==> src/hdl/fpss_pkg.sv <==
// shared types and codes for the front panel switch scanner
package fpss_pkg;

    localparam int unsigned DEBOUNCE_W     = 24;
    localparam int unsigned TIME_W         = 32;
    localparam logic [DEBOUNCE_W-1:0] DEBOUNCE_RESET = DEBOUNCE_W'(50 * 1000);

    typedef enum logic [0:0] {
        OP_SAMPLE = 1'b0,
        OP_TAKE   = 1'b1
    } op_t;

    typedef enum logic [2:0] {
        CMD_NONE         = 3'd0,
        CMD_STOP         = 3'd1,
        CMD_RUN          = 3'd2,
        CMD_STEP         = 3'd3,
        CMD_EXAMINE      = 3'd4,
        CMD_EXAMINE_NEXT = 3'd5,
        CMD_DEPOSIT      = 3'd6,
        CMD_DEPOSIT_NEXT = 3'd7
    } cmd_t;

    typedef struct packed {
        op_t               op;
        logic              transfer_ok;
        logic              cpu_halted;
        logic [TIME_W-1:0] now_us;
        logic [7:0]        status_lamps;
        logic [7:0]        data_lamps;
        logic [15:0]       address_lamps;
        logic [7:0]        cmd_raw;
        logic [7:0]        switch_raw_low;
        logic [7:0]        switch_raw_high;
    } sample_t;

    typedef struct packed {
        logic        lamp_latch;
        logic [31:0] panel_frame;
        logic        bus_switch_write;
        logic [15:0] bus_switch_value;
        cmd_t        taken_command;
    } result_t;

endpackage

==> src/hdl/fpss_core.sv <==
// debounce state, command slot, lamp memory and per-word result logic
module fpss_core (
    input  logic                              clk,
    input  logic                              rst_n,
    input  logic                              fire,
    input  fpss_pkg::sample_t                 item,
    input  logic [fpss_pkg::DEBOUNCE_W-1:0]   debounce_time_us,
    output fpss_pkg::result_t                 res
);
    import fpss_pkg::*;

    // command switch bits
    localparam logic [7:0] BIT_RUN          = 8'h01;
    localparam logic [7:0] BIT_STOP         = 8'h02;
    localparam logic [7:0] BIT_STEP         = 8'h08;
    localparam logic [7:0] BIT_EXAMINE_NEXT = 8'h10;
    localparam logic [7:0] BIT_EXAMINE      = 8'h20;
    localparam logic [7:0] BIT_DEPOSIT_NEXT = 8'h40;
    localparam logic [7:0] BIT_DEPOSIT      = 8'h80;

    function automatic logic [7:0] flip8(input logic [7:0] v);
        logic [7:0] r;
        for (int i = 0; i < 8; i++)
        begin
            r[i] = v[7-i];
        end
        return r;
    endfunction

    function automatic cmd_t pick_command(input logic [7:0] bits, input logic stopped);
        cmd_t c;
        if ((bits & BIT_STOP) != '0)
            c = CMD_STOP;
        else if (!stopped)
            c = CMD_NONE;
        else if ((bits & BIT_RUN) != '0)
            c = CMD_RUN;
        else if ((bits & BIT_STEP) != '0)
            c = CMD_STEP;
        else if ((bits & BIT_EXAMINE) != '0)
            c = CMD_EXAMINE;
        else if ((bits & BIT_EXAMINE_NEXT) != '0)
            c = CMD_EXAMINE_NEXT;
        else if ((bits & BIT_DEPOSIT) != '0)
            c = CMD_DEPOSIT;
        else if ((bits & BIT_DEPOSIT_NEXT) != '0)
            c = CMD_DEPOSIT_NEXT;
        else
            c = CMD_NONE;
        return c;
    endfunction

    logic [7:0]        last_cmd_reg, last_cmd_next;
    logic [7:0]        stable_cmd_reg, stable_cmd_next;
    logic [TIME_W-1:0] cmd_time_reg, cmd_time_next;
    logic [15:0]       last_sw_reg, last_sw_next;
    logic [15:0]       stable_sw_reg, stable_sw_next;
    logic [TIME_W-1:0] sw_time_reg, sw_time_next;
    cmd_t              pending_reg, pending_next;
    logic [7:0]        shown_status_reg, shown_status_next;
    logic [7:0]        shown_data_reg, shown_data_next;
    logic [15:0]       shown_address_reg, shown_address_next;

    logic              latch;
    logic [15:0]       sw;
    logic [TIME_W-1:0] cmd_age;
    logic [TIME_W-1:0] sw_age;
    logic [TIME_W-1:0] limit;
    cmd_t              picked;

    assign latch   = (item.status_lamps != shown_status_reg)
                  || (item.data_lamps != shown_data_reg)
                  || (item.address_lamps != shown_address_reg);
    assign sw      = ~{flip8(item.switch_raw_high), flip8(item.switch_raw_low)};
    assign cmd_age = item.now_us - cmd_time_reg;
    assign sw_age  = item.now_us - sw_time_reg;
    assign limit   = {{(TIME_W-DEBOUNCE_W){1'b0}}, debounce_time_us};
    assign picked  = pick_command(item.cmd_raw, item.cpu_halted);

    always_comb
    begin
        last_cmd_next      = last_cmd_reg;
        stable_cmd_next    = stable_cmd_reg;
        cmd_time_next      = cmd_time_reg;
        last_sw_next       = last_sw_reg;
        stable_sw_next     = stable_sw_reg;
        sw_time_next       = sw_time_reg;
        pending_next       = pending_reg;
        shown_status_next  = shown_status_reg;
        shown_data_next    = shown_data_reg;
        shown_address_next = shown_address_reg;
        res                = '0;
        res.taken_command  = CMD_NONE;

        if (item.op == OP_TAKE)
        begin
            res.taken_command = pending_reg;
            pending_next      = CMD_NONE;
        end
        else
        begin
            res.lamp_latch  = latch;
            res.panel_frame = {flip8(item.address_lamps[7:0]),
                               flip8(item.address_lamps[15:8]),
                               flip8(item.data_lamps),
                               flip8(item.status_lamps)};
            if (item.transfer_ok)
            begin
                if (item.cmd_raw != last_cmd_reg)
                begin
                    last_cmd_next = item.cmd_raw;
                    cmd_time_next = item.now_us;
                end
                else if (item.cmd_raw != stable_cmd_reg && cmd_age >= limit)
                begin
                    stable_cmd_next = item.cmd_raw;
                    if (picked != CMD_NONE && pending_reg == CMD_NONE)
                    begin
                        if (item.cpu_halted && (picked == CMD_EXAMINE
                            || picked == CMD_DEPOSIT || picked == CMD_DEPOSIT_NEXT))
                        begin
                            res.bus_switch_write = 1'b1;
                            res.bus_switch_value = stable_sw_reg;
                        end
                        pending_next = picked;
                    end
                end

                if (sw != last_sw_reg)
                begin
                    last_sw_next = sw;
                    sw_time_next = item.now_us;
                end
                else if (sw != stable_sw_reg && sw_age >= limit)
                begin
                    stable_sw_next = sw;
                    if (item.cpu_halted)
                    begin
                        res.bus_switch_write = 1'b1;
                        res.bus_switch_value = sw;
                    end
                end

                if (latch)
                begin
                    shown_status_next  = item.status_lamps;
                    shown_data_next    = item.data_lamps;
                    shown_address_next = item.address_lamps;
                end
            end
        end
    end

    always_ff @(posedge clk or negedge rst_n)
    begin
        if (!rst_n)
        begin
            last_cmd_reg      <= '0;
            stable_cmd_reg    <= '0;
            cmd_time_reg      <= '0;
            last_sw_reg       <= '0;
            stable_sw_reg     <= '0;
            sw_time_reg       <= '0;
            pending_reg       <= CMD_NONE;
            shown_status_reg  <= '0;
            shown_data_reg    <= '0;
            shown_address_reg <= '0;
        end
        else if (fire)
        begin
            last_cmd_reg      <= last_cmd_next;
            stable_cmd_reg    <= stable_cmd_next;
            cmd_time_reg      <= cmd_time_next;
            last_sw_reg       <= last_sw_next;
            stable_sw_reg     <= stable_sw_next;
            sw_time_reg       <= sw_time_next;
            pending_reg       <= pending_next;
            shown_status_reg  <= shown_status_next;
            shown_data_reg    <= shown_data_next;
            shown_address_reg <= shown_address_next;
        end
    end

    a_take_empties_slot: assert property (@(posedge clk) disable iff (!rst_n)
        fire && item.op == OP_TAKE |=> pending_reg == CMD_NONE)
        else $error("command slot not emptied by take");

    a_idle_holds_state: assert property (@(posedge clk) disable iff (!rst_n)
        !fire |=> $stable(pending_reg) && $stable(stable_cmd_reg) && $stable(stable_sw_reg))
        else $error("state changed without a word");

    a_failed_transfer_keeps_lamps: assert property (@(posedge clk) disable iff (!rst_n)
        fire && item.op == OP_SAMPLE && !item.transfer_ok
        |=> $stable(shown_address_reg) && $stable(last_sw_reg) && $stable(last_cmd_reg))
        else $error("failed transfer changed panel memory");

    a_slot_not_overwritten: assert property (@(posedge clk) disable iff (!rst_n)
        fire && item.op == OP_SAMPLE && pending_reg != CMD_NONE
        |=> $stable(pending_reg))
        else $error("full command slot overwritten");

endmodule

==> src/hdl/front_panel_switch_scanner.sv <==
// Front panel switch scanner top level: input register, core, result register
//
// The sample channel (sample_valid / sample_stall) carries one word per panel
// exchange (op = sample) or a request to take the pending command (op = take).
// The result channel (result_valid / result_stall) returns exactly one word
// for every accepted word, in order: lamp frame, latch strobe, switch bus write
// and the taken command.
// A word that is accepted is captured in the input register, worked out by the
// core and loaded into the result register, where result_valid rises; while
// the receiver stalls it waits in the input register.
// Throughput is one word per cycle while result_stall is low; the input
// register takes a new word while the result register holds the previous one.
// When the receiver stalls, the result word holds and the input register
// holds its word; sample_stall rises only while both are full.
// debounce_write / debounce_data load the debounce time in microseconds; the
// user must write it only while no word is in flight; the block has no guard.
// Reset clears both valid flags, the debounce and lamp memory, the command
// slot, and sets the debounce time to 50000 us.
module front_panel_switch_scanner (
    input  logic                             clk,
    input  logic                             rst_n,
    input  logic                             sample_valid,
    output logic                             sample_stall,
    input  logic                             op,
    input  logic                             transfer_ok,
    input  logic                             cpu_halted,
    input  logic [fpss_pkg::TIME_W-1:0]      now_us,
    input  logic [7:0]                       status_lamps,
    input  logic [7:0]                       data_lamps,
    input  logic [15:0]                      address_lamps,
    input  logic [7:0]                       cmd_raw,
    input  logic [7:0]                       switch_raw_low,
    input  logic [7:0]                       switch_raw_high,
    output logic                             result_valid,
    input  logic                             result_stall,
    output logic                             lamp_latch,
    output logic [31:0]                      panel_frame,
    output logic                             bus_switch_write,
    output logic [15:0]                      bus_switch_value,
    output logic [2:0]                       taken_command,
    input  logic                             debounce_write,
    input  logic [fpss_pkg::DEBOUNCE_W-1:0]  debounce_data
);
    import fpss_pkg::*;

    logic                  stage_valid_reg, stage_valid_next;
    sample_t               stage_reg;
    logic                  result_valid_reg, result_valid_next;
    result_t               result_reg;
    logic [DEBOUNCE_W-1:0] debounce_reg;
    logic                  advance;
    logic                  fire;
    logic                  accept;
    result_t               core_res;

    assign advance      = !result_valid_reg || !result_stall;
    assign fire         = stage_valid_reg && advance;
    assign sample_stall = stage_valid_reg && !advance;
    assign accept       = sample_valid && !sample_stall;

    assign stage_valid_next  = sample_stall ? 1'b1 : sample_valid;
    assign result_valid_next = advance ? stage_valid_reg : result_valid_reg;

    always_ff @(posedge clk or negedge rst_n)
    begin
        if (!rst_n)
        begin
            stage_valid_reg  <= 1'b0;
            result_valid_reg <= 1'b0;
            debounce_reg     <= DEBOUNCE_RESET;
        end
        else
        begin
            stage_valid_reg  <= stage_valid_next;
            result_valid_reg <= result_valid_next;
            if (debounce_write)
                debounce_reg <= debounce_data;
        end
    end

    always_ff @(posedge clk)
    begin
        if (accept)
        begin
            stage_reg.op              <= op_t'(op);
            stage_reg.transfer_ok     <= transfer_ok;
            stage_reg.cpu_halted      <= cpu_halted;
            stage_reg.now_us          <= now_us;
            stage_reg.status_lamps    <= status_lamps;
            stage_reg.data_lamps      <= data_lamps;
            stage_reg.address_lamps   <= address_lamps;
            stage_reg.cmd_raw         <= cmd_raw;
            stage_reg.switch_raw_low  <= switch_raw_low;
            stage_reg.switch_raw_high <= switch_raw_high;
        end
        if (fire)
            result_reg <= core_res;
    end

    fpss_core u_core (
        .clk              (clk),
        .rst_n            (rst_n),
        .fire             (fire),
        .item             (stage_reg),
        .debounce_time_us (debounce_reg),
        .res              (core_res)
    );

    assign result_valid     = result_valid_reg;
    assign lamp_latch       = result_reg.lamp_latch;
    assign panel_frame      = result_reg.panel_frame;
    assign bus_switch_write = result_reg.bus_switch_write;
    assign bus_switch_value = result_reg.bus_switch_value;
    assign taken_command    = result_reg.taken_command;

    a_stall_only_when_full: assert property (@(posedge clk) disable iff (!rst_n)
        sample_stall |-> stage_valid_reg && result_valid_reg)
        else $error("stall raised with room in the pipeline");

    a_fire_loads_result: assert property (@(posedge clk) disable iff (!rst_n)
        fire |=> result_valid_reg)
        else $error("word lost between input and result register");

    a_stalled_word_kept: assert property (@(posedge clk) disable iff (!rst_n)
        stage_valid_reg && !advance |=> stage_valid_reg && $stable(stage_reg))
        else $error("held input word changed");

endmodule
==> config.mk <==
export PLATFORM = sky130hd
export DESIGN_NAME = front_panel_switch_scanner
export DESIGN_NICKNAME = d
export VERILOG_FILES = /design/src/hdl/fpss_pkg.sv /design/src/hdl/fpss_core.sv /design/src/hdl/front_panel_switch_scanner.sv
export SDC_FILE = /design/constraint.sdc
export NUM_CORES = 1
export LEC_CHECK = 0
export ABC_AREA = 1
export BUFFER_PORTS_ARGS = -buffer_cell sky130_fd_sc_hd__buf_2
export CORE_MARGIN = 3
export CORE_UTILIZATION = 50
export CTS_BUF_LIST = sky130_fd_sc_hd__clkbuf_8
export DETAILED_ROUTE_END_ITERATION = 6
export MAX_ROUTING_LAYER = met4
export PLACE_DENSITY = 0.76
export SYNTH_ARGS = -nofsm -noshare
export SYNTH_HDL_FRONTEND = slang
export SYNTH_SLANG_ARGS = --single-unit
==> constraint.sdc <==
create_clock -name clk -period 11.3 [get_ports clk]
set_input_delay 3.39 -clock clk [delete_from_list [all_inputs] [get_ports clk]]
set_output_delay 3.39 -clock clk [all_outputs]
set_load 0.02 [all_outputs]
# [Yosys cells after proc, flatten, opt, wreduce, memory -nomap -nowiden]
# Cells that the tools add are included.
# Widths: inputs -> output; s select.
[classes] n_addsub=2 order_cmp=2 n_eq_ne=11 n_mux=21 bitwise_logic=5 n_reduce_logical=28
[ops] operator="$mux 17" n=7
[ops] operator="$ge 32x24->1" n=2
[ops] operator="$sub 32x32->32" n=2
[ops] operator="$ne 16x16->1" n=3
[ops] operator="$mux 3" n=13
[ops] operator="$ne 8x8->1" n=4
[ops] operator="$not 16->16" n=1
[ops] operator="$reduce_and 5->1" n=3
[ops] operator="$reduce_and 4->1" n=3
[ops] operator="$eq 3x3->1 const B" n=3
[ops] operator="$logic_and 1x1->1" n=7
[ops] operator="$reduce_bool 2->1" n=3
[ops] operator="$logic_or 1x1->1" n=5
[ops] operator="$logic_not 1->1" n=4
[ops] operator="$not 1->1" n=4
[ops] operator="$logic_not 3->1" n=1
[ops] operator="$reduce_bool 3->1" n=1
[ops] operator="$ne 2x2->1 const B" n=1
[ops] operator="$reduce_or 2->1" n=1
[ops] operator="$mux 1" n=1
[word_totals] regBits=317 in_bits=120 output_inout_bits=55 elab_cells=97

# [Logic depth before layout (Yosys ltp)]
[depth] ltp_word=19 depth_mapped=28 ltp_nobuf=27

# [Modules after synthesis]
# From an unflattened synthesis, not the netlist that was laid out.
[hier_totals] hier_cells=2219 hier_area_um2=18362.6
[modules_own_cells] module="fpss_core" instances=1 cells_each=1962 area_each_um2=12974.9 seq_area_each_um2=3678.5
[modules_own_cells] module="front_panel_switch_scanner" instances=1 cells_each=257 area_each_um2=5387.7 seq_area_each_um2=4982.3

# [Least setup slack after synthesis]
# No wires, ideal clock.
[synth_path] kind="input port to output port" startpoint="input result_stall" endpoint="output sample_stall" t_arrival_ns=3.773 t_required_ns=7.910 slack_ns=4.137 stages=2 n_path_buf=0 path_cell_list="nand2_1 nor2_1"
[synth_via] elab_chain_len=4
[synth_lines] item="start: declaration" line="front_panel_switch_scanner.sv:35" rtl="input logic result_stall,"
[synth_lines] item="$logic_not 1->1" line="front_panel_switch_scanner.sv:56" rtl="assign advance = !result_valid_reg || !result_stall;"
[synth_lines] item="$logic_or 1x1->1" line="front_panel_switch_scanner.sv:56"
[synth_lines] item="$logic_not 1->1" line="front_panel_switch_scanner.sv:58" rtl="assign sample_stall = stage_valid_reg && !advance;"
[synth_lines] item="$logic_and 1x1->1" line="front_panel_switch_scanner.sv:58"
[synth_lines] item="end: declaration" line="front_panel_switch_scanner.sv:23" rtl="output logic sample_stall,"
# No other way between the ends.

# [Worst setup path in the final report]
# Same ends and word-level chain as after synthesis.

==> impl_results.md <==
- Xor-xnor portion of the synthesized cell area: under 10%
- Largest net degree at the start of global routing: between 100 and 150
- Hold Buf Count CTS: 0
- Synth Area in Adders: 7.75%
- Clk Latency, worst-skew pair: 0.64 ns
- Setup crit start: result_stall
- Share of the synthesized area in the top cell type: between 20% and 30%
- Max Cap Viol: 0
- Synth Flop Type: dfrtp_1
- Placed cell count: about 2800
- Synth Net Count: between 2000 and 2500
- Number of global-route vias before repair: around 15000
- Hold Path Class: flip-flop to flip-flop
- Pwr Density: around 180 nW/um2
- Die H: roughly 200 um
- Initial core utilization: approximately half
- Hpwl dp: approximately 36000 um
- FP Rows: 69
- Simple-gate portion of the synthesized area: between 20% and 30%
- Post-synth EDFFs: ~140
- R2R depth: 24
- Synth top area cells: edfxtp_1, dfrtp_1, nand2_1
- Worst setup EP type: output port
- Vias/cell: around 5
- Die width: just under 200 um
- Area Overhead vs Synth: 13.1%
- Leading area contributor after synthesis: edfxtp_1
- Worst-Margin Slew: roughly 0.99 ns
- Initial antenna violation count: 1
- Setup_tns: 0 ns
- H-tree levels: 2
- Clock Power Share: between 20% and 30%
- Clock-pin slew on the worst setup and hold paths: around 0.050 ns
- First-pass DRT Iterations: 6
- P_int: 2360 uW
- Routed len/inst: 16.1 um
- Yosys warns: 0
- CP Buf/Inv Count: 2
- Worst R2R Setup Slack: around 6.6 ns
- Sequential share of the synthesized area: a little under half
- Post-CTS setup buffers: 0
- Worst Setup Start Kind: input port
- Layout Cells excl Fill: about 3000
- Worst path max stage delay: approximately 0.18 ns
- Clock root buffer: clkbuf_8
- Gp weighted congestion: roughly 0.99
- Status: complete, no violations
- Critical path's slowest cell: buf_2
- Largest family of logic cells by synthesized area: simple AND/OR/NAND/NOR gates
- Slew headroom: 34.3%
- RSZ-0062 raised after global routing: no
- Fin nets: 2667
- Final setup fails: 0
- Hold Crit Depth: 2
- Area of the mapped netlist: approximately 18000 um2
- PortBufs: ~170
- Worst path required time: 7.91 ns
- Mux cell area share after synthesis: 0.0616%
- Most common cell on crit path: buf_2
- Core area: about 36000 um2
- Crit path kind: input port to output port
- Most common cell after layout, fill and taps aside: nand2_1
- Congestion Overflow GR: 0
- Initial DRC count: about 1000
- VDD IR max: about 140 uV
- First-pass GRT wire length: around 77000 um
- Layout filler cell count: 3254
- Hold wc startpoint: u_core.cmd_time_reg[9]
- Longest Clk Path Bufs: 3
- Static Leak: 0.0104 uW
- Reg2reg start: stage_reg[56]
- Comb pwr share: 34.5%
- Max Clock Skew: between 0.02 and 0.03 ns
- Sequential share of power: 39.0%
- Max FFs per register: 91
- DR vias: 15100
- Crit Path Max Fanout: 4
- Hold Fails Final Rpt: 0
- Max-slew violation count: 0
- Final period util: 64.1%
- Post-cts resize count: 0
- Count of cell types in the netlist: 44
- CP cell instances: buf_2, nand2_1, nor2_1, buf_2
- Most frequent cells in the layout: nand2_1, inv_1, o21ai_0
- Critical path arrival: roughly 3.9 ns
- Sw Share: between 30% and 40%
- Avg Inst Size Synth: approximately 8.2 um2
- DRC Markers: 0
- CTS tree: yes
- Yosys reg bits: 317
- Tot GR Track Use: 25.6%
- Final wirelength: between 40000 and 50000 um
- Max Freq: about 140 MHz
- P_sw: about 1400 uW
- Synth Area in Compound Gates: under 10%
- Mapped Cells: ~2200
- TritonCTS buffer count: 53
- IO Count: about 180
- Worst hold endpoint: u_core.cmd_time_reg[9]
- Period minus WS final: between 7 and 8 ns
- Share of cells above drive strength 1: roughly an eighth
- Post-route ant nets: 0
- Worst R2R End: bus_switch_value[6]
- Crit-path leading delay family: buffers and inverters
- Total clock sinks: about 320
- Die footprint: slightly below 40000 um2
- Async SR Flop Fraction: a little over half
-- power by group through the flow --
stage	Sequential, uW	Clock (uW)	Combinational (uW)
final	1470	998	1300
after detailed placement	1480	0	1280
after CTS	1470	1030	1290
after global placement	1480	0	1240
after floorplan	1470	0	934
after global routing	1480	1080	1480
-- Yosys cell counts (all sizes together), types with 3 or more instances --
| cell type | number |
|---|---|
| o21ai | 189 |
| a31oi | 13 |
| edfxtp | 144 |
| nor2 | 164 |
| ha | 110 |
| dfstp | 6 |
| o21bai | 6 |
| inv | 367 |
| clkbuf | 32 |
| nor4 | 9 |
| buf | 10 |
| nand3 | 82 |
| a211oi | 3 |
| nor3 | 21 |
| xnor2 | 40 |
| a21o | 5 |
| nand3b | 9 |
| dfrtp | 167 |
| a21oi | 68 |
| nand2 | 661 |
| nand4 | 39 |
| and2 | 3 |
| xor2 | 58 |
| or2 | 25 |
-- logic make-up (layout without fill, tap and decap cells) --
logic type / count (synthesis) / after routing
buffers and inverters: 409 / 648
other: 0 / 1
flip-flops: 317 / 317
XOR/XNOR: 98 / 98
multiplexers: 1 / 1
adder cells (fa/ha/maj): 112 / 112
AO/OA/AOI/OAI: 289 / 289
AND/OR/NAND/NOR: 1015 / 1015
-- area by class of cell --
class	count	area (um2)	share of cell area (%)
Sequential cell	317	8660	41.9
Multi-Input combinational cell	1515	8060	39.0
Inverter	367	1380	6.68
Timing Repair Buffer	181	930	4.50
Clock buffer	60	826	4.00
Tap cell	461	577	2.79
Clock inverter	40	224	1.08
Antenna cell	1	2.50	0.0121
-- per-layer routing --
layer  part of all wire, %  track usage, %
met3                   5.5            3.50
met2                    46            40.1
met1                    45            34.6
met4                   2.9            8.87
met5                     0               -
-- worst max path at each step --
stage / slack [ns] / cells after the start / endpoint
2_1_floorplan: 4.14 / 2 / sample_stall
3_3_place_gp: 4.06 / 4 / sample_stall
3_5_place_dp: 4.05 / 4 / sample_stall
4_1_cts: 4.05 / 4 / sample_stall
5_1_grt: 3.99 / 4 / sample_stall
6_report: 4.05 / 4 / sample_stall
-- metrics by stage --
stage / utilization [%] / total power, uW / hold WS, ns / setup WS [ns] / area (um2)
2_1_floorplan: - / 2410 / 0.453 / 4.14 / 18300
3_3_place_gp: 54.7 / 2720 / 0.467 / 4.06 / 19600
3_5_place_dp: 54.7 / 2770 / 0.473 / 4.05 / 19600
4_1_cts: 57.6 / 3780 / 0.486 / 4.05 / 20700
5_1_grt: 57.7 / 4050 / 0.514 / 3.99 / 20700
6_report: 57.7 / 3760 / 0.485 / 4.05 / 20700
-- worst reg2reg max path, stage by stage (launching register included) --
cell      delay [ns]
edfxtp_1        0.36
inv_1           0.14
ha_1            0.16
inv_1           0.05
fa_1            0.45
nand3_1         0.10
nand3_1         0.14
nand2_1         0.09
nand3_1         0.17
a31o_2          0.27
a21oi_1         0.22
xnor2_1         0.12
ha_1            0.19
a21oi_1         0.15
nor2_1          0.06
a211oi_1        0.18
o21ai_0         0.20
a21oi_1         0.25
nand3_1         0.13
nor2_2          0.14
nand3_4         0.18
nand3_4         0.27
nand2_1         0.12
nand2_2         0.20
nor2_1          0.11
Power figures use the tool's default switching activity.
